===== config.mk =====
export PLATFORM = sky130hd
export DESIGN_NAME = wti_lerp
export DESIGN_NICKNAME = d
export VERILOG_FILES = /design/src/wti_pkg.sv /design/src/wti_lerp.sv
export SDC_FILE = /design/constraint.sdc
export NUM_CORES = 1
export LEC_CHECK = 0
export ABC_CLOCK_PERIOD_IN_PS = 10600
export BUFFER_PORTS_ARGS = -buffer_cell sky130_fd_sc_hd__buf_2
export CORE_ASPECT_RATIO = 0.6
export CORE_MARGIN = 2
export CORE_UTILIZATION = 55
export DETAILED_ROUTE_END_ITERATION = 10
export PLACE_DENSITY = 0.81
export SLEW_MARGIN = 20
export SYNTH_ARGS = -nofsm -noshare
export SYNTH_HDL_FRONTEND = slang
export SYNTH_SLANG_ARGS = --single-unit

===== constraint.sdc =====
create_clock -name i_clk -period 10.6 [get_ports i_clk]
set_input_delay 3.18 -clock i_clk [delete_from_list [all_inputs] [get_ports i_clk]]
set_output_delay 3.18 -clock i_clk [all_outputs]
set_load 0.01 [all_outputs]

===== src/wti_pkg.sv =====
package wti_pkg;

    // Default table depth and alpha precision.
    localparam int WTI_MAX_WAYPOINTS   = 64;
    localparam int WTI_ALPHA_FRAC_BITS = 16;

    // Field widths fixed by the interface.
    localparam int TIME_W  = 32;
    localparam int POS_W   = 32;
    localparam int HEAD_W  = 16;
    localparam int COUNT_W = 7;

    // Request modes.
    localparam logic [1:0] MODE_LOAD   = 2'd0;
    localparam logic [1:0] MODE_SAMPLE = 2'd1;
    localparam logic [1:0] MODE_CLEAR  = 2'd2;

    // Result status codes.
    localparam logic [1:0] ST_OK       = 2'd0;
    localparam logic [1:0] ST_FULL     = 2'd1;
    localparam logic [1:0] ST_NOT_INCR = 2'd2;
    localparam logic [1:0] ST_EMPTY    = 2'd3;

    // Lanes of the interpolation unit.
    localparam logic [1:0] LANE_X    = 2'd0;
    localparam logic [1:0] LANE_Y    = 2'd1;
    localparam logic [1:0] LANE_Z    = 2'd2;
    localparam logic [1:0] LANE_HEAD = 2'd3;

    // One stored waypoint.
    typedef struct packed {
        logic [TIME_W-1:0]        wtime;
        logic signed [POS_W-1:0]  x;
        logic signed [POS_W-1:0]  y;
        logic signed [POS_W-1:0]  z;
        logic [HEAD_W-1:0]        head;
    } t_row;

    // Control that travels alongside an operand through the interpolation unit.
    typedef struct packed {
        logic       valid;
        logic [1:0] lane;
    } t_lerp_ctl;

endpackage


===== src/wti_lerp.sv =====
module wti_lerp #(
    parameter int FRAC = 16
) (
    input  logic                   i_clk,
    input  logic                   i_rst_n,
    input  wti_pkg::t_lerp_ctl     i_ctl,
    input  logic signed [32:0]     i_a,
    input  logic signed [32:0]     i_d,
    input  logic [FRAC-1:0]        i_alpha,
    output wti_pkg::t_lerp_ctl     o_ctl,
    output logic [31:0]            o_res
);
    import wti_pkg::*;

    localparam int PW = 34 + FRAC;

    t_lerp_ctl          r_ctl1;
    t_lerp_ctl          r_ctl2;
    logic signed [PW-1:0] r_prod;
    logic signed [32:0]   r_a;
    logic [31:0]          r_res;
    logic signed [PW-1:0] w_scaled;
    logic signed [PW-1:0] w_sum;

    // Stage one multiplies the difference by alpha; stage two takes the floor
    // of the scaled product (arithmetic shift) and adds the start point.
    assign w_scaled = r_prod >>> FRAC;
    assign w_sum    = w_scaled + PW'(r_a);

    always_ff @(posedge i_clk) begin
        if (!i_rst_n) begin
            r_ctl1 <= '0;
            r_ctl2 <= '0;
        end else begin
            r_ctl1 <= i_ctl;
            r_ctl2 <= r_ctl1;
        end
    end

    always_ff @(posedge i_clk) begin
        r_prod <= PW'(i_d) * PW'($signed({1'b0, i_alpha}));
        r_a    <= i_a;
        r_res  <= w_sum[31:0];
    end

    assign o_ctl = r_ctl2;
    assign o_res = r_res;

endmodule


After elaboration in Yosys (flattened, before gate mapping)
Index checks and enable logic that the tools add are counted.
{"block": "totals", "out_inout_bits": 35, "inputBits": 87, "register_bits": 118}
{"block": "op_classes", "n_addsub": 1, "multipliers": 1}
{"op": "multiplier 33 x 17 -> 48 bit", "n": 1}
{"op": "adder 32 bit", "n": 1}

Longest topological paths before layout
Gate-level depths: netlist of the first run.
{"block": "depth", "depth_word": 1, "depth_mapped": 25, "ltp_nobuf": 24}

Worst setup path before layout of the first run
No wires, ideal clock.
{"block": "synth_timing", "path_kind": "input port to flip-flop", "from": "in i_d[16]", "to": "reg r_prod[43]", "arrival_time_ns": 8.789, "path_buffers": 1, "path_stages": 21, "required_ns": 10.484, "slack_ns": 1.695, "cell_sequence": "clkbuf_1 nand2_1 fa_1 fa_1 fa_1 inv_1 fa_1 fa_1 inv_1 fa_1 inv_1 ha_1 a21o_1 a21o_1 a2111oi_4 nor2_2 a21oi_4 o41a_4 o221ai_4 or4_1 and4_1"}
{"block": "synth_via", "elab_chain_len": 1}
{"element": "start: declaration", "line": "wti_lerp.sv:8", "rtl": "input logic signed [32:0] i_d,"}
{"element": "multiplier 33 x 17 -> 48 bit", "line": "wti_lerp.sv:41", "rtl": "r_prod <= PW'(i_d) * PW'($signed({1'b0, i_alpha}));"}
{"element": "end signal: assignment", "line": "wti_lerp.sv:41"}
{"element": "end: declaration", "line": "wti_lerp.sv:19", "rtl": "logic signed [PW-1:0] r_prod;"}
No other way between the ends.
A chain may end at the register's enable or synchronous reset.

Worst setup path after layout of the first run
{"block": "layout_timing", "from": "in i_alpha[3]", "to": "reg r_prod[43]"}
{"block": "layout_via", "elab_chain_len": 1}
{"element": "start: declaration", "line": "wti_lerp.sv:9", "rtl": "input logic [FRAC-1:0] i_alpha,"}
{"element": "multiplier 33 x 17 -> 48 bit", "line": "wti_lerp.sv:41"}
No other way between the ends.

==> impl_metrics.yaml, run 1 <==
worst_setup_path:
  cp.depth: 21
  worstPathCellList: "buf_2, nand2_1, fa_1, fa_1, inv_1, fa_1, fa_1, inv_1, fa_1, fa_1, inv_1, ha_1, a21o_1, a21o_1, a21oi_1, o221ai_1, a221oi_2, o41a_4, o221ai_4, or4_1, and4_1"
  arrival_ps: 9890
  cp_slowest_cell: "buf_2"
  critPathMaxStageDelay_ps: 680
  cp.required_ps: 10850
  cp_max_fo: 33
  crit_top_cell: "fa_1"
  cp.buffers_inverters: 4
  worstSetupPathType: "input port to register"
  r2r_cells: 12
  startpoint_type: "input port"
  end_kind: "register"
  path_delay_family: "adder cells"
grt:
  track_usage_pct: 29.03
  antenna_found_initial: 3
  overflow: 0
  grt_first_pass_wirelength_um: 90130
  grt_max_degree: 35
  grt_pass1_vias: 17360
clocking:
  cts_buffer_depth: 2
  post_cts_resized: 0
  cts-htree-levels: 3
  numCtsBuffers: 9
  clock-sinks: 102
  cts_hold_buf: 0
  cts-root-buf: "clkbuf_16"
  clk_pin_slew_ps: 70
  worst_skew_pair.late_latency_ps: 350
  postCtsSetupBuffers: 0
  cts_tree: "built"
timing:
  skew_ps: 9.861
  rsz0062_at_grt: "no"
  fmax_mhz: 103.7
  slew_headroom_pct: 39.65
  timing.setup.tns_ps: 0
  whs_ps: 435.0
  min_period_ps: 9641
  tightest_slew_ps: 905.3
  drv_slew: 0
  post-route-period-util_pct: 90.95
  hold_viol: 0
  final-setup-viol-count: 0
synthesis:
  ys_warn_count: 0
  avgSynthCellArea_um2: 9.236
  synth-seq-cells: 102
  async_reset_ff_share_pct: 0
  yosysUniqueCellTypes: 62
  syn_nets: 3018
  netlist_instances: 2298
  ys.flop_type: "dfxtp_1"
  ys_seq_area_share_pct: 9.620
  synth_enable_flop_cells: 0
  syn_area_mm2: 0.02123
layout:
  fillers: 3184
  layout_common_cells: "564 x inv_1, 490 x fa_1, 317 x nand2_1, 236 x and2_1, 143 x ha_1"
  final_nets: 3070
  syn2layout_area_growth_pct: 6.072
  drive_gt1_share_pct: 6.667
  final_common_cell: "inv_1"
drt:
  vias: 15730
  wl_per_cell_um: 19.07
  ant_nets: 0
  initialDrtViolationCount: 1410
  viasPerCell: 5.473
  firstDrtPassIters: 6
  drt-total-wl_um: 54780
  remaining_drc_errors: 0
die:
  num_io_pins: 122
  coreArea_mm2: 0.03785
  start_util_pct: 56.08
  rows: 55
  die_h_um: 156.2
  die_area_mm2: 0.04023
  die_width_um: 257.6
placed_design:
  port_buffers: 120
  dp.final_hpwl_um: 43490
  gp_congestion: 0.9456
hold_path:
  min_path_cells: 1
  hp-class: "register to register"
status:
  status: "finished clean"
flow_run:
  cap_violations: 0
==> synth_stat cells, types with 2 or more instances <==
library cell	n	area share [%]
a2111oi_0	2	0.083
a211o_1	4	0.17
a211oi_1	8	0.28
a21boi_0	2	0.071
a21o_1	38	1.3
a21oi_1	52	1.2
a221oi_1	3	0.12
a221oi_2	2	0.14
a31oi_1	9	0.27
and2_1	236	7.0
and3_1	12	0.35
and4_1	2	0.083
clkbuf_1	86	1.5
dfxtp_1	102	9.6
fa_1	490	46
ha_1	143	8.4
inv_1	564	10
nand2_1	317	5.6
nand2b_1	5	0.15
nand3_1	14	0.33
nand3b_1	2	0.071
nand4_1	9	0.27
nor2_1	30	0.53
nor2b_1	9	0.27
nor3_1	10	0.24
nor3b_1	2	0.071
o2111ai_1	3	0.12
o211ai_1	2	0.071
o21a_1	7	0.25
o21ai_0	13	0.31
o21ai_1	12	0.28
o21bai_1	6	0.21
o31a_1	4	0.17
o41ai_1	2	0.083
or2_2	3	0.088
or4_1	2	0.071
xnor2_1	47	1.9
xor2_1	20	0.83
==> layout make-up <==
cell class	count	area, um^2	share of cell area [%]
multi-input cells	1544	16740	74.34
inverters	566	2125	9.436
flip-flops and latches	102	2042	9.070
repair buffers	127	653.1	2.901
well taps	513	641.9	2.851
clock buffers	10	239.0	1.061
clock inverters	6	65.06	0.2890
diodes	5	12.51	0.05557
==> kinds of logic after synthesis <==
logic type      count (synthesis)  share of synthesized area (%)
flops                         102                          9.620
compound gates                183                          6.078
buf+inv                       652                          11.53
xor+xnor                       67                          2.765
fa+ha+maj                     633                          54.65
simple gates                  661                          15.36
==> final timing paths <==
| kind | start | endpoint | slack (ps) |
|---|---|---|---|
| setup reg to reg | r_prod[16]$_DFF_P_ | o_res[30]$_DFF_P_ | 7390 |
| hold reg to reg | r_ctl1[0]$_SDFF_PN0_ | o_ctl[0]$_SDFF_PN0_ | 440 |
| setup / recovery | i_alpha[3] | r_prod[43]$_DFF_P_ | 960 |
| hold / removal | r_ctl1[0]$_SDFF_PN0_ | o_ctl[0]$_SDFF_PN0_ | 440 |
==> metrics by stage <==
stage          setup slack (ps)  area (um^2)  std cells  util, %
3_3_place_gp              838.7        22200       2852    58.65
2_1_floorplan              1695        21230       2298        -
3_5_place_dp              737.6        22200       2852    58.65
4_1_cts                    1123        22500       2868    59.45
5_1_grt                   767.4        22510       2872    59.48
6_report                  959.2        22510       2873    59.48
==> sequential cells by signal (all words and copies together) (netlist names) <==
signal  flops
r_ctl1      3
o_ctl       3
o_res      32
r_a        32
r_prod     32
==> routing by layer <==
metal	share of wire, %	GRT usage (%)	vias to the layer above
met5	0	0	-
met4	2.4	7.625	0
met3	16	12.75	135
met2	42	42.97	981
met1	40	39.08	7755
li1	-	-	6854
==> worst reg2reg max path: cells and delay by family (launching register included) <==
| kind | cells | cell delay [ps] |
|---|---|---|
| flip-flops | 1 | 320 |
| AND/OR/NAND/NOR | 1 | 180 |
| adder cells (fa/ha/maj) | 2 | 630 |
| XOR/XNOR | 1 | 150 |
| AO/OA/AOI/OAI | 7 | 1780 |
| buffers and inverters | 1 | 80 |
Power of run 1 is not shown: default switching activity piles up to over one toggle a cycle in this logic, so the estimate is an artifact.
==> inputs of run 2 (changes only) <==
Settings changed: CTS_BUF_LIST set to sky130_fd_sc_hd__clkbuf_16, PLACE_DENSITY 0.81 to 0.82.
==> run 2 against run 1 <==
Against the previous run:
- clock skew is 1.8 ps higher
- hold slack better by 3.8 ps
- via count is 0.74% higher
- first-iteration DRC count is 17% lower
- worst setup slack worse by 9.7 ps
- largest cell class unchanged
- highest routed layer unchanged
==> impl_metrics.yaml, run 2 (synthesized netlist as in run 1, its figures left out) <==
clocking:
  clock-sinks: 102
  post_cts_resized: 0
  cts-root-buf: "clkbuf_16"
  cts_hold_buf: 0
  cts_buffer_depth: 2
  postCtsSetupBuffers: 0
  cts_tree: "built"
  clk_pin_slew_ps: 70
  worst_skew_pair.late_latency_ps: 370
  numCtsBuffers: 9
  cts-htree-levels: 3
layout:
  final_nets: 3072
  fin_util_pct: 59.57
  fillers: 3140
  multiInputGateArea_mm2: 0.01674
  drive_gt1_share_pct: 6.746
  syn2layout_area_growth_pct: 6.219
  layout_common_cells: "564 x inv_1, 490 x fa_1, 317 x nand2_1, 236 x and2_1, 143 x ha_1"
  design_area_mm2: 0.02255
  final_common_cell: "inv_1"
  regArea_mm2: 0.002042
placed_design:
  placed_area_mm2: 0.02221
  port_buffers: 120
  gp_congestion: 0.9561
  dp.final_hpwl_um: 43700
hold_path:
  hold_end: "o_ctl[1]$_SDFF_PN0_"
  min_path_cells: 1
  hp-start: "r_ctl1[1]$_SDFF_PN0_"
  hp-class: "register to register"
timing:
  fmax_mhz: 103.6
  timing.setup.tns_ps: 0
  post-route-period-util_pct: 91.04
  drv_slew: 0
  rsz0062_at_grt: "no"
  slew_headroom_pct: 40.11
  hold_viol: 0
  min_period_ps: 9650
  skew_ps: 11.67
  tightest_slew_ps: 898.4
  final-setup-viol-count: 0
drt:
  vias: 15840
  firstDrtPassIters: 6
  viasPerCell: 5.508
  drt-total-wl_um: 55590
  wl_per_cell_um: 19.33
  remaining_drc_errors: 0
  initialDrtViolationCount: 1169
  ant_nets: 0
worst_setup_path:
  critPathMaxStageDelay_ps: 660
  startpoint_type: "input port"
  worstSetupPathType: "input port to register"
  r2r_cells: 12
  cp.buffers_inverters: 4
  path_delay_family: "adder cells"
  r2r-end: "o_res[30]$_DFF_P_"
  cp_slowest_cell: "fa_1"
  end_kind: "register"
  regToRegSetupSlack_ps: 7370
  r2r-start: "r_prod[16]$_DFF_P_"
  arrival_ps: 9910
  cp_max_fo: 33
  crit_top_cell: "fa_1"
  cp.required_ps: 10860
  worstPathCellList: "buf_2, nand2_1, fa_1, fa_1, fa_1, inv_1, fa_1, fa_1, inv_1, fa_1, inv_1, ha_1, a21o_1, a21o_1, a21oi_1, o221ai_1, a221oi_2, o41a_4, o221ai_4, or4_1, and4_1"
grt:
  grt_pass1_vias: 17360
  track_usage_pct: 29.07
  grt_first_pass_wirelength_um: 90250
  antenna_found_initial: 6
  grt_max_degree: 35
  overflow: 0
flow_run:
  cap_violations: 0
die:
  rows: 55
  die_h_um: 156.2
  coreArea_mm2: 0.03785
  die_width_um: 257.6
  num_io_pins: 122
  start_util_pct: 56.08
  die_area_mm2: 0.04023
status:
  status: "finished clean"
run 2: cell types whose count changed in the layout (fill, tap and decap cells not counted), sizes merged:
cell	change
inv	-1
clkinv	-1
clkbuf	-1
buf	+2
diode	+1
bufinv	+1
clkinvlp	+2
run 2: worst max path at each step:
stage | from | end | slack, ps | depth (start not counted)
global route | i_alpha[2] | r_prod[43]$_DFF_P_ | 720 | 21
floorplan | i_d[16] | r_prod[43]$_DFF_P_ | 1690 | 21
global placement | i_alpha[2] | r_prod[47]$_DFF_P_ | 840 | 20
CTS | i_alpha[2] | r_prod[47]$_DFF_P_ | 1110 | 20
finish | i_alpha[2] | r_prod[43]$_DFF_P_ | 950 | 21
detailed placement | i_alpha[2] | r_prod[43]$_DFF_P_ | 740 | 21
run 2: cell type report:
| class | count | share of cell area (%) |
|---|---|---|
| well taps | 513 | 2.847 |
| clock inverters | 7 | 0.4107 |
| inverters | 566 | 9.423 |
| flip-flops and latches | 102 | 9.057 |
| multi-input cells | 1544 | 74.23 |
| clock buffers | 9 | 0.9989 |
| repair buffers | 129 | 2.964 |
| diodes | 6 | 0.06660 |
run 2: through the flow:
step                setup WS, ps  hold slack (ps)  std cells
finish                     949.6            438.8       2876
global route               719.2            451.6       2875
CTS                         1110            444.2       2870
detailed placement         739.5            426.2       2854
global placement           836.4            414.1       2854
floorplan                   1695            411.8       2298
run 2: per-layer routing:
metal | wire, um | share of wire (%) | GRT usage (%)
met4 | 1403 | 2.5 | 7.047
met2 | 23840 | 43 | 44.25
met1 | 22240 | 40 | 38.95
met5 | 0 | 0 | 0
met3 | 8102 | 15 | 11.83
Power of run 2 is left out for the same reason.
==> inputs of run 3 (changes only) <==
--- a/config.mk
+++ b/config.mk
@@ -8,5 +8,4 @@
 export ABC_CLOCK_PERIOD_IN_PS = 10600
 export BUFFER_PORTS_ARGS = -buffer_cell sky130_fd_sc_hd__buf_2
-export CORE_ASPECT_RATIO = 0.6
 export CORE_MARGIN = 2
 export CORE_UTILIZATION = 55
==> constraint.sdc (replaced) <==
create_clock -name i_clk -period 10.6 [get_ports i_clk]
set_input_delay 1.06 -clock i_clk [delete_from_list [all_inputs] [get_ports i_clk]]
set_output_delay 1.06 -clock i_clk [all_outputs]
set_load 0.01 [all_outputs]
==> run 3 against run 2 <==
Against the previous run:
- first-iteration DRC count down 0.86%
- register-to-register slack improved by 110 ps
- sequential share of layout area hardly changed
- clock skew shrank 6.8 ps
- cell count down 0.38%
- cell area shrank 0.43%
- worst setup slack better by 2000 ps
- count of clock-buffer cells in the layout stayed put
- critical path depth down 2
- hold slack got worse by 6.0 ps
- non-clock buffer count decreased by 9
- global-route usage down 1.4 points
==> impl_metrics.yaml, run 3 (synthesized netlist as in run 1, its figures left out) <==
clocking:
  clock-sinks: 102
  numCtsBuffers: 9
  clk_pin_slew_ps: 70
  worst_skew_pair.late_latency_ps: 350
  cts-htree-levels: 3
  cts-root-buf: "clkbuf_16"
  cts_buffer_depth: 2
  cts_hold_buf: 0
  postCtsSetupBuffers: 0
  post_cts_resized: 0
  cts_tree: "built"
timing:
  tightest_slew_ps: 1004
  timing.setup.tns_ps: 0
  rsz0062_at_grt: "no"
  drv_slew: 0
  hold_viol: 0
  final-setup-viol-count: 0
  fmax_mhz: 131.0
  skew_ps: 4.879
  slew_headroom_pct: 33.04
  min_period_ps: 7635
  post-route-period-util_pct: 72.03
layout:
  fin_util_pct: 59.32
  multiInputGateArea_mm2: 0.01674
  drive_gt1_share_pct: 6.388
  fillers: 3231
  design_area_mm2: 0.02245
  final_nets: 3063
  final_common_cell: "inv_1"
  finalNonFillerCells: 2865
  syn2layout_area_growth_pct: 5.765
  layout_common_cells: "564 x inv_1, 490 x fa_1, 317 x nand2_1, 236 x and2_1, 143 x ha_1"
  regArea_mm2: 0.002042
die:
  rows: 71
  die_h_um: 200.4
  coreArea_mm2: 0.03784
  num_io_pins: 122
  die_area_mm2: 0.04018
  start_util_pct: 56.09
  die_width_um: 200.4
placed_design:
  dp.final_hpwl_um: 40160
  port_buffers: 120
  gp_congestion: 0.9121
  dp_cells: 2843
  placed_area_mm2: 0.02214
drt:
  vias: 15780
  top_layer: "met4"
  wl_met2_um: 25470
  remaining_drc_errors: 0
  met3_length_um: 4937
  drt-total-wl_um: 52280
  wl_per_cell_um: 18.25
  ant_nets: 0
  viasPerCell: 5.509
  firstDrtPassIters: 5
  met1Wirelength_um: 19680
  initialDrtViolationCount: 1159
hold_path:
  hp-class: "register to register"
  min_path_cells: 1
worst_setup_path:
  worstSetupPathType: "input port to register"
  startpoint_type: "input port"
  end_kind: "register"
  cp_max_fo: 33
  r2r_cells: 10
  cp.required_ps: 10830
  arrival_ps: 7870
status:
  status: "finished clean"
grt:
  grt_first_pass_wirelength_um: 88330
  grt_max_degree: 35
  track_usage_pct: 27.67
  overflow: 0
  antenna_found_initial: 5
  grt_pass1_vias: 18050
flow_run:
  cap_violations: 0
-- run 3: critical path: stages --
cell       delay [ps]
buf_2             710
nand2_1           180
fa_1              580
inv_1              50
fa_1              500
fa_1              580
fa_1              450
fa_1              510
inv_1              60
fa_1              480
inv_1              40
ha_1              390
nand4_1           340
a211oi_1          720
o21ai_1           300
a2111oi_0         510
o31a_1            200
nor2_1             50
xnor2_1           120
-- run 3: cell type report --
cell class | count | area share, %
Clock inverter | 7 | 0.2954
Clock buffer | 9 | 1.003
Antenna cell | 6 | 0.06688
Tap cell | 511 | 2.848
Multi-Input combinational cell | 1544 | 74.55
Inverter | 566 | 9.464
Sequential cell | 102 | 9.096
Timing Repair Buffer | 120 | 2.675
-- run 3: routing by layer --
metal	global-route usage, %	vias up
met4	10.90	0
met3	5.779	202
li1	-	6843
met5	0	-
met1	34.05	7924
met2	47.88	814
-- run 3: worst paths after layout --
| path | start | slack, ps | endpoint |
|---|---|---|---|
| worst max register to register | r_prod[17]$_DFF_P_ | 7480 | o_res[29]$_DFF_P_ |
| worst min-delay path | r_ctl1[1]$_SDFF_PN0_ | 430 | o_ctl[1]$_SDFF_PN0_ |
| worst min register to register | r_ctl1[1]$_SDFF_PN0_ | 430 | o_ctl[1]$_SDFF_PN0_ |
| worst max-delay path | i_alpha[8] | 2970 | r_prod[34]$_DFF_P_ |
-- run 3: stage by stage --
step / hold WS, ps / worst slack [ps]
global route: 458.6 / 2676
CTS: 436.7 / 3015
global placement: 415.6 / 2821
finish: 432.8 / 2965
floorplan: 411.8 / 3815
detailed placement: 420.1 / 2668
Power of run 3 is left out for the same reason.
