[config.mk]
export PLATFORM = sky130hd
export DESIGN_NAME = wti_div
export DESIGN_NICKNAME = d
export VERILOG_FILES = /design/src/wti_pkg.sv /design/src/wti_div.sv
export SDC_FILE = /design/constraint.sdc
export NUM_CORES = 1
export LEC_CHECK = 0
export BUFFER_PORTS_ARGS = -buffer_cell sky130_fd_sc_hd__buf_2
export CAP_MARGIN = 30
export CORE_AREA = 2 2 99 110
export CTS_CLUSTER_DIAMETER = 200
export DETAILED_ROUTE_END_ITERATION = 16
export DIE_AREA = 0 0 101 112
export PLACE_DENSITY = 0.76
export REMOVE_ABC_BUFFERS = 1
export SLEW_MARGIN = 20
export SYNTH_ARGS = -nofsm -noshare
export SYNTH_HDL_FRONTEND = slang
export SYNTH_SLANG_ARGS = --single-unit
[constraint.sdc]
create_clock -name i_clk -period 9.1 [get_ports i_clk]
set_input_delay 0.91 -clock i_clk [delete_from_list [all_inputs] [get_ports i_clk]]
set_output_delay 0.91 -clock i_clk [all_outputs]
set_load 0.05 [all_outputs]
[src/wti_pkg.sv]
package wti_pkg;

    // Default table depth and alpha precision.
    localparam int WTI_MAX_WAYPOINTS   = 64;
    localparam int WTI_ALPHA_FRAC_BITS = 16;

    // Field widths fixed by the interface.
    localparam int TIME_W  = 32;
    localparam int POS_W   = 32;
    localparam int HEAD_W  = 16;
    localparam int COUNT_W = 7;

    // Request modes.
    localparam logic [1:0] MODE_LOAD   = 2'd0;
    localparam logic [1:0] MODE_SAMPLE = 2'd1;
    localparam logic [1:0] MODE_CLEAR  = 2'd2;

    // Result status codes.
    localparam logic [1:0] ST_OK       = 2'd0;
    localparam logic [1:0] ST_FULL     = 2'd1;
    localparam logic [1:0] ST_NOT_INCR = 2'd2;
    localparam logic [1:0] ST_EMPTY    = 2'd3;

    // Lanes of the interpolation unit.
    localparam logic [1:0] LANE_X    = 2'd0;
    localparam logic [1:0] LANE_Y    = 2'd1;
    localparam logic [1:0] LANE_Z    = 2'd2;
    localparam logic [1:0] LANE_HEAD = 2'd3;

    // One stored waypoint.
    typedef struct packed {
        logic [TIME_W-1:0]        wtime;
        logic signed [POS_W-1:0]  x;
        logic signed [POS_W-1:0]  y;
        logic signed [POS_W-1:0]  z;
        logic [HEAD_W-1:0]        head;
    } t_row;

    // Control that travels alongside an operand through the interpolation unit.
    typedef struct packed {
        logic       valid;
        logic [1:0] lane;
    } t_lerp_ctl;

endpackage

[src/wti_div.sv]
module wti_div #(
    parameter int FRAC = 16
) (
    input  logic              i_clk,
    input  logic              i_rst_n,
    input  logic              i_start,
    input  logic [31:0]       i_num,
    input  logic [31:0]       i_span,
    output logic              o_done,
    output logic [FRAC-1:0]   o_quot
);
    import wti_pkg::*;

    localparam int CNT_W = $clog2(FRAC + 1);

    logic             r_busy;
    logic             r_done;
    logic [CNT_W-1:0] r_cnt;
    logic [31:0]      r_rem;
    logic [31:0]      r_span;
    logic [FRAC-1:0]  r_q;
    logic [32:0]      w_shifted;
    logic [32:0]      w_trial;
    logic             w_fits;

    // Restoring division, one quotient bit per cycle. The numerator is below
    // the span, so the quotient has exactly FRAC bits.
    assign w_shifted = {r_rem, 1'b0};
    assign w_trial   = w_shifted - {1'b0, r_span};
    assign w_fits    = (w_shifted >= {1'b0, r_span});

    always_ff @(posedge i_clk) begin
        if (!i_rst_n) begin
            r_busy <= 1'b0;
            r_done <= 1'b0;
            r_cnt  <= '0;
        end else begin
            r_done <= 1'b0;
            if (i_start) begin
                r_busy <= 1'b1;
                r_cnt  <= CNT_W'(FRAC);
            end else if (r_busy) begin
                r_cnt <= r_cnt - CNT_W'(1);
                if (r_cnt == CNT_W'(1)) begin
                    r_busy <= 1'b0;
                    r_done <= 1'b1;
                end
            end
        end
    end

    always_ff @(posedge i_clk) begin
        if (i_start) begin
            r_rem  <= i_num;
            r_span <= i_span;
        end else if (r_busy) begin
            r_rem <= w_fits ? w_trial[31:0] : w_shifted[31:0];
            r_q   <= {r_q[FRAC-2:0], w_fits};
        end
    end

    assign o_done = r_done;
    assign o_quot = r_q;

endmodule

Word level (Yosys, flattened, before mapping)
Cells that the tools add are included.

word-level totals
  word-level logic and storage cells = 27
  output and inout bits = 17
  flip-flop bits (word level) = 87

operators by class
  magnitude comparators = 1
  bitwise gates (word level) = 3
  muxes and demuxes = 9
  equal/unequal tests = 1
  add/sub/neg operators = 2
  reduce and logical (&&, ||, !) cells = 4

operator list
  cell                 count
  $mux 32              3
  $ge 33x32->1         1
  $sub 32x32->32       1
  $mux 5               2
  $eq 5x1->1 const B   1
  $sub 5x1->5 const B  1
  $mux 1               4
  $not 1->1            3
  $reduce_or 3->1      1
  $reduce_and 2->1     1
  $reduce_bool 2->1    1
  $reduce_or 2->1      1

Logic depth before layout (Yosys ltp)
Gate-level depths: netlist (run 1).

  depth after elaboration = 4
  mapped depth = 14

Worst setup path before layout (run 1)
No wires, ideal clock.

  path kind = register -> register
  start point = register r_rem[0]
  end point = register r_rem[8], data pin
  arrival = 2660 ps
  clock period less this slack = 2936 ps
  cell stages (with the launch flop) = 12
  setup slack = 6164 ps
  library setup time = 276 ps
  path buffers = 2
  required time = 8824 ps
  cell sequence = edfxtp_1 > ha_1 > nor2b_1 > o31ai_1 > a21o_1 > a31oi_2 > or3_1 > and3_4 > buf_6 > buf_6 > o211ai_1 > o311ai_2

between the ends
  longest elaborated chain between the ends = 4

RTL lines
  element                                         line                          RTL
  from (decl)                                     wti_div.sv:19                 logic [31:0] r_rem;
  from (signal assigned)                          wti_div.sv:54                 r_rem <= i_num;
  from (signal assigned)                          wti_div.sv:57                 r_rem <= w_fits ? w_trial[31:0] : w_shifted[31:0];
  $sub 32x32->32 or $ge 33x32->1 (tied branches)  wti_div.sv:29, wti_div.sv:30
  $mux 32 (*)                                     wti_div.sv:57
  $mux 32 (*)                                     wti_div.sv:56                 end else if (r_busy) begin
  $mux 32 (*)                                     wti_div.sv:53                 if (i_start) begin

Mark *: on every way between the ends. The rest lies on a longest branch, timed or not. The select of a mux whose other input is x is not followed.
A chain may end at the register's enable or synchronous reset.

Final worst setup path (run 1)
  start point = register r_span[0]
  end point = register r_rem[28], data pin

between the ends
  longest elaborated chain between the ends = 4

RTL lines
  element                                         line                          RTL
  from (decl)                                     wti_div.sv:20                 logic [31:0] r_span;
  from (signal assigned)                          wti_div.sv:55                 r_span <= i_span;
  $sub 32x32->32 or $ge 33x32->1 (tied branches)  wti_div.sv:29, wti_div.sv:30
  $mux 32 (*)                                     wti_div.sv:57
  $mux 32 (*)                                     wti_div.sv:56
  $mux 32 (*)                                     wti_div.sv:53

Marked as above.

==> results of run 1 <==
==> sequential cells by signal (all words and copies together) (netlist names) <==
name / count
o_quot: 16
o_done: 1
r_rem: 32
r_span: 32
r_cnt: 5
r_busy: 1
==> area by class of cell <==
cell class | count | area (um^2)
clock buffer | 10 | 250
clock inverter | 6 | 83.8
fill | 875 | 3950
inverter | 60 | 228
multi-input combinational | 382 | 2580
sequential | 87 | 2540
tap | 123 | 154
timing repair buffer | 88 | 457
==> power by group through the flow <==
| stage | Clock [uW] | Combinational [uW] | Sequential [uW] |
|---|---|---|---|
| final | 405 | 632 | 540 |
| after detailed placement | 0 | 613 | 547 |
| after global placement | 0 | 599 | 544 |
| after global routing | 426 | 697 | 545 |
| after CTS | 410 | 622 | 539 |
| after floorplan | 0 | 460 | 547 |
==> logic make-up (layout without fill, tap and decap cells) <==
family | Yosys count | in the layout | synth area share [%]
AO/OA/AOI/OAI | 165 | 165 | 20.7
XOR/XNOR | 24 | 24 | 3.83
adder cells (fa/ha/maj) | 35 | 35 | 8.12
buffers and inverters | 86 | 164 | 6.61
flip-flops | 87 | 87 | 46.4
multiplexers | 1 | 1 | 0.182
AND/OR/NAND/NOR | 157 | 157 | 14.2
==> layer usage <==
metal  vias to the layer above  share of wire (%)  track usage [%]
met5                         -                  0                0
met3                        39                6.9             4.02
met4                         0                2.3             9.28
li1                       2205                  -                -
met2                       187                 48             39.6
met1                      2179                 42             31.3
==> synth_stat cells (all sizes together) (3+ instances only) <==
cell / count / share of area (%)
a21boi: 4 / 0.55
xnor2: 17 / 2.7
buf: 6 / 1.1
edfxtp: 80 / 44
a31oi: 14 / 1.7
o221ai: 4 / 0.64
o211ai: 12 / 1.6
or3: 5 / 0.57
nor2: 37 / 2.8
nand2b: 4 / 0.46
o311ai: 13 / 2.6
dfxtp: 7 / 2.6
a21o: 8 / 1.1
nor2b: 7 / 0.80
o2111ai: 5 / 0.80
nor3: 15 / 1.4
o21a: 9 / 1.2
clkbuf: 20 / 1.4
inv: 60 / 4.2
nand2: 43 / 2.9
ha: 34 / 7.8
o31ai: 4 / 0.55
a211oi: 5 / 0.68
xor2: 7 / 1.1
and2: 3 / 0.34
nand4: 7 / 0.80
a21oi: 36 / 3.4
nand3: 21 / 2.0
nor4: 4 / 0.46
o21ai: 36 / 3.3
a311oi: 3 / 0.59
==> critical path, stage by stage (launching register included) <==
cell and delay [ps]:
edfxtp_1 460, fa_1 450, nand2b_1 200, a21oi_1 250
o211ai_1 240, a2111oi_0 810, nor3_1 200, or2_1 270
a311oi_1 310, o221ai_1 160
==> metrics by stage <==
step / hold slack, ps / std cells / total power [uW]
2_1_floorplan: 469 / 529 / 1010
5_1_grt: 459 / 756 / 1670
3_3_place_gp: 427 / 739 / 1140
3_5_place_dp: 428 / 740 / 1160
4_1_cts: 444 / 756 / 1570
6_report: 444 / 756 / 1580
==> final timing paths <==
| kind | slack (ps) | endpoint | cells after the start |
|---|---|---|---|
| max | 5480 | r_rem[28] | 9 |
| max reg2reg | 5480 | r_rem[28] | 9 |
| min reg2reg | 440 | o_quot[3] | 0 |
| min | 440 | o_quot[3] | 0 |
==> impl_metrics.tcl, run 1 <==
set metrics [dict create \
    hp-start "o_quot[2]" \
    powerDensity_nw_per_um2 250 \
    place_area_um2 5960 \
    antenna_cells 0 \
    synth_edf_count 80 \
    cts_max_level 3 \
    std_cell_rows 39 \
    synth.cell_area_um2 5490 \
    p_clk_share_pct 25.7 \
    root_buffer "clkbuf_16" \
    routabilityCongestion 0.938 \
    final_cell_mix "buf_2 (83), edfxtp_1 (80), inv_1 (59)" \
    cts_tree "yes" \
    p_int_uw 995 \
    ir_drop_mv 0.110 \
    period_minus_slack_ps 3620 \
    crit_type "flop to flop" \
    post-route-drc-count 0 \
    switchingPower_uw 583 \
    io_pins 84 \
    avgViaCountPerCell 6.10 \
    die-area_um2 11300 \
    slew_viol_final 0 \
    yosys_warnings 0 \
    core_area_um2 10200 \
    crit_fanout 4 \
    p_comb_share_pct 40.1 \
    grt_pass1_wl_um 21400 \
    area_growth_pct 14.8 \
    required_ps 9170 \
    tightest_slew_ps 870 \
    crit_start "r_span[0]" \
    final_nets 730 \
    die_w_um 101 \
    hpwlAfterDp_um 9080 \
    finalCritPeriodShare_pct 39.8 \
    grt-ovfl-total 0 \
    status "completed" \
    ys_seq_elements 87 \
    leakagePower_uw 0.00262 \
    netlist-cell-type-count 62 \
    post_cts_resized 0 \
    wl_per_cell_um 17.3 \
    cp-start-kind "flop" \
    final_util_pct 61.5 \
    start_util_pct 53.5 \
    rsz0062_at_grt "false" \
    cts_hold_buf 0 \
    fin_tns_setup_ps 0 \
    min_path_type "flop to flop" \
    fin_worst_skew_ps 5.50 \
    cts_setup_buffers 0 \
    synth_seq_area_share_pct 46.4 \
    first_iter_violations 355 \
    synthArstFlopShare_pct 0 \
    critPathCaptureType "flop" \
    drt-pass1-iter-count 5 \
    critPathArrivalTime_ps 3680 \
    clock-sinks 87 \
    maxCapViolations 0 \
    layout_commonest_cell "buf_2" \
    post-place-ws_ps 5590 \
    grt_antenna_before_repair 0 \
    clk_pin_slew_ps 70 \
    r2r-start "r_span[0]" \
    synthCells 555 \
    finalSetupViolCount 0 \
    portBuffers 83 \
    finalWirelength_um 13100 \
    syn_avg_cell_area_um2 9.88 \
    slew_headroom_pct 40.5 \
    max_freq_mhz 276 \
    pwr-share-seq_pct 34.2 \
    final.setup.worst_slack_ps 5480 \
    final_area_um2 6300 \
    via_count 4610 \
    die_h_um 112 \
    clk_latency_ps 350 \
    cts_made_buffers 9 \
    drive_gt1_share_pct 18.6 \
    clockBufferDepth 2 \
    grt_max_degree 57 \
    track_usage_pct 24.0 \
    grt_pass1_vias 4522 \
    postRouteAntennaNets 0 \
    finalHoldViolations 0 \
    switching_share_pct 36.9 \
    synth_flop_cell "edfxtp_1" \
]
(Power assumes the default switching activity.)
==> run 2: changes to the inputs <==
Clock period 9.1 ns to 3.57 ns, I/O delays scaled along.
==> run 2 against run 1 <==
  * Count of clock-buffer cells in the layout unchanged
  * Worst hold slack lost 270 ps
  * Wire length increased by 0.36%
  * Final area about the same
  * Critical endpoint is now r_rem[5]
  * First-iteration DRC count down 20%
  * Largest cell class unchanged
  * Global-route usage about the same
  * Highest routed layer unchanged
  * Sequential share of layout area hardly changed
  * Via count fell by 0.89%
==> impl_metrics.tcl, run 2 (synthesis gave the netlist of run 1 again) <==
set metrics [dict create \
    cts_setup_buffers 0 \
    hpwlAfterDp_um 9460 \
    cts_made_buffers 9 \
    worst_path_max_delay_cell "or4b_1" \
    ir_drop_mv 0.290 \
    postRouteAntennaNets 0 \
    fin_tns_setup_ps 0 \
    rsz0062_at_grt "false" \
    std_cell_rows 39 \
    required_ps 3640 \
    portBuffers 83 \
    status "completed" \
    clk_latency_ps 350 \
    grt_pass1_vias 4411 \
    crit_fanout 28 \
    io_pins 84 \
    avgViaCountPerCell 6.01 \
    critical_path.cell_chain "ha_1 -> nand3_1 -> or4b_1 -> a21o_1 -> a31oi_2 -> or3_1 -> and3_4 -> nor2_8 -> inv_4 -> o311ai_0" \
    instances_no_fill 760 \
    dp.cells 744 \
    maxCapViolations 0 \
    cts_hold_buf 0 \
    grt_max_degree 40 \
    final_cell_mix "buf_2 (83), edfxtp_1 (80), inv_1 (59)" \
    via_count 4569 \
    critPathArrivalTime_ps 3440 \
    clk_pin_slew_ps 70 \
    max_freq_mhz 296 \
    cts_max_level 3 \
    grt_antenna_before_repair 0 \
    grt-ovfl-total 0 \
    tightest_slew_ps 809 \
    finalSetupViolCount 0 \
    antenna_cells 0 \
    powerDensity_nw_per_um2 628 \
    post_cts_resized 0 \
    die_w_um 101 \
    period_minus_slack_ps 3380 \
    routabilityCongestion 0.908 \
    slew_viol_final 0 \
    die-area_um2 11300 \
    crit_type "flop to flop" \
    wl_per_cell_um 17.3 \
    first_iter_violations 283 \
    root_buffer "clkbuf_16" \
    slew_headroom_pct 46.0 \
    cp.buffers_inverters 1 \
    post-route-drc-count 0 \
    area_growth_pct 14.9 \
    start_util_pct 53.5 \
    cp-start-kind "flop" \
    final_nets 734 \
    finalHoldViolations 0 \
    cts_tree "yes" \
    layout_commonest_cell "buf_2" \
    finalWirelength_um 13100 \
    grt_pass1_wl_um 21100 \
    min_path_type "primary input to flop" \
    fin_worst_skew_ps 6.45 \
    die_h_um 112 \
    clockBufferDepth 2 \
    critPathTopFamily "simple AND/OR/NAND/NOR gates" \
    clock-sinks 87 \
    critPathCaptureType "flop" \
    track_usage_pct 23.9 \
    core_area_um2 10200 \
    critPathMaxStageDelay_ps 550 \
    finalCritPeriodShare_pct 94.6 \
    leakagePower_uw 0.00263 \
    drt-pass1-iter-count 5 \
    drive_gt1_share_pct 19.3 \
]
-- run 2: stage by stage --
stage | instance area (um^2) | hold slack (ps) | util (%) | total power (uW) | setup WS [ps]
final | 6300 | 174 | 61.5 | 3960 | 194
after global routing | 6300 | 170 | 61.5 | 4190 | 14.4
after detailed placement | 5990 | 435 | 58.5 | 2970 | 231
after floorplan | 5350 | 456 | - | 2570 | 164
after CTS | 6300 | 167 | 61.4 | 3950 | 197
after global placement | 5990 | 426 | 58.5 | 2930 | 305
-- run 2: power by group --
group | switching [uW] | total [uW] | internal [uW]
registers | 81.7 | 1380 | 1300
clock network | 412 | 966 | 554
logic | 967 | 1610 | 641
total | 1460 | 3960 | 2500
-- run 2: area by class of cell --
class                      instances  area, um^2
fill                             871        3950
multi-input combinational        382        2590
sequential                        87        2540
timing repair buffer              92         483
clock buffer                      10         229
inverter                          60         228
tap                              123         154
clock inverter                     6        73.8
-- run 2: worst register-to-register path, delay by kind of cell, from the launching register on --
kind                     cells  cell delay [ps]
AO/OA/AOI/OAI                3              650
adder cells (fa/ha/maj)      1              420
buffers and inverters        1              220
flip-flops                   1              400
AND/OR/NAND/NOR              5             1420
-- run 2: layer usage --
metal,routed length [um],track usage [%],share of wire (%),vias to the layer above
li1,-,-,-,2212
met1,5700,31.0,43,2164
met2,6390,39.6,49,168
met3,709,4.33,5.4,25
met4,346,9.28,2.6,0
met5,0,0,0,-
-- run 2: worst paths after layout --
check / from / end / slack (ps) / depth (start not counted)
setup reg to reg: r_rem[8] / r_rem[5] / 190 / 10
hold reg to reg: o_quot[2] / o_quot[3] / 440 / 0
hold / removal: i_span[2] / r_span[2] / 170 / 1
setup / recovery: r_rem[8] / r_rem[5] / 190 / 10
==> run 3: changes to the inputs <==
Settings changed: CORE_AREA 2 2 99 110 to 2 2 115 128, DIE_AREA 0 0 101 112 to 0 0 117 130, PLACE_DENSITY 0.76 to default.
Clock period 3.57 ns to 3.4 ns, I/O delays scaled along.
==> run 3 against run 2 <==
  * Fmax up 3.9%
  * Clock power fell by 8.2%
  * Critical path depth did not move
  * Die area up 34%
  * Register-to-register slack got worse by 40 ps
  * Global-route usage is 5.4 points lower
  * Worst hold slack lost 8.1 ps
  * Clock skew up 1.2 ps
  * Critical endpoint is now r_rem[31]
  * Highest routed layer unchanged
==> impl_metrics.tcl, run 3 (synthesis gave the netlist of run 1 again) <==
set metrics [dict create \
    leakagePower_uw 0.00266 \
    layout_commonest_cell "buf_2" \
    met3_usage_pct 4.09 \
    ir_drop_mv 0.289 \
    core_area_um2 14100 \
    drive_gt1_share_pct 20.9 \
    io_pins 84 \
    wl_per_cell_um 16.5 \
    crit_type "flop to flop" \
    cts_max_level 3 \
    clock-sinks 87 \
    post-route-drc-count 0 \
    period_minus_slack_ps 3250 \
    std_cell_rows 46 \
    via_count 4546 \
    die_w_um 117 \
    routabilityCongestion 0.924 \
    cts_tree "yes" \
    powerDensity_nw_per_um2 636 \
    required_ps 3460 \
    min_path_type "primary input to flop" \
    final_cell_mix "buf_2 (83), edfxtp_1 (80), inv_1 (59)" \
    clk_pin_slew_ps 60 \
    finalSetupViolCount 0 \
    cp-start-kind "flop" \
    final_area_um2 6460 \
    fin_worst_skew_ps 7.61 \
    critPathCaptureType "flop" \
    portBuffers 83 \
    grt_antenna_before_repair 0 \
    max_freq_mhz 308 \
    slew_viol_final 0 \
    grt_busiest_layer "met2" \
    hpwlAfterDp_um 9780 \
    grt_pass1_vias 4409 \
    use_met1_pct 24.0 \
    maxCapViolations 0 \
    grt_max_degree 79 \
    grt_pass1_wl_um 21700 \
    area_growth_pct 17.8 \
    die_h_um 130 \
    die-area_um2 15200 \
    clk_latency_ps 350 \
    rsz0062_at_grt "false" \
    tightest_slew_ps 897 \
    place_area_um2 6140 \
    cts_made_buffers 9 \
    root_buffer "clkbuf_16" \
    critPathArrivalTime_ps 3310 \
    status "completed" \
    use_met2_pct 30.6 \
    final_nets 744 \
    start_util_pct 38.9 \
    crit_fanout 10 \
    first_iter_violations 263 \
    grt-ovfl-total 0 \
    timing.hold.ws_ps 166 \
    finalHoldViolations 0 \
    antenna_cells 0 \
    finalWirelength_um 13800 \
    avgViaCountPerCell 5.42 \
    drt-pass1-iter-count 5 \
    postRouteAntennaNets 0 \
    cts_hold_buf 0 \
    clockBufferDepth 2 \
    slew_headroom_pct 40.1 \
    track_usage_pct 18.5 \
    finalCritPeriodShare_pct 95.5 \
]
## run 3: cell count changes in the layout (fill, tap and decap cells not counted), sizes merged
cell    before  now
buf         92  102
bufinv       1    0
clkbuf      10   11
clkinv       1    5
inv         64   60
## run 3: worst paths after layout
| path | cells past startpoint | end | slack, ps | startpoint |
|---|---|---|---|---|
| setup / recovery | 10 | r_rem[31] | 150 | r_rem[8] |
| hold reg to reg | 0 | o_quot[2] | 450 | o_quot[1] |
| setup reg to reg | 10 | r_rem[31] | 150 | r_rem[8] |
| hold / removal | 1 | r_span[18] | 170 | i_span[18] |
## run 3: timing repair
action | CTS | global route
gates resized for setup | 2 | 11
pin swaps | 0 | 2
setup buffers | 0 | 1
endpoints found under the setup margin | 3 | 16
## run 3: metrics by stage
stage	utilization (%)	power, uW	cells	worst slack, ps	TNS, ps
after detailed placement	43.5	3170	821	-145	-418
final	45.8	4110	839	152	0
after CTS	45.4	4070	837	16.2	0
after global placement	43.5	3150	821	-113	-329
after floorplan	-	2700	529	-6.40	-10.8
after global routing	45.8	4380	839	10.0	0
## run 3: area by class of cell
cell class	instances	area, um^2
well taps	192	240
clock buffers	11	233
flip-flops and latches	87	2540
repair buffers	102	562
inverters	60	230
fillers	1334	7640
clock inverters	5	25.0
multi-input cells	382	2630
## run 3: critical path, stage by stage, from the launching register on
cell	delay, ps
edfxtp_1	410
ha_2	410
nand3_1	120
or4b_1	550
a21o_4	220
a31oi_4	190
or3_1	190
nand3_2	300
buf_4	290
a31oi_1	160
a32oi_1	120
## run 3: report_power, final
| group | internal [uW] | switching, uW | total [uW] |
|---|---|---|---|
| registers | 1370 | 81.4 | 1450 |
| logic | 723 | 1050 | 1770 |
| clock network | 488 | 399 | 887 |
| total | 2580 | 1530 | 4110 |
## run 3: metal layers
layer | wire [um] | vias up | share of wire (%)
met5 | 0 | - | 0
met4 | 285 | 0 | 2.1
met3 | 711 | 20 | 5.1
met2 | 6470 | 157 | 47
met1 | 6370 | 2142 | 46
li1 | - | 2227 | -
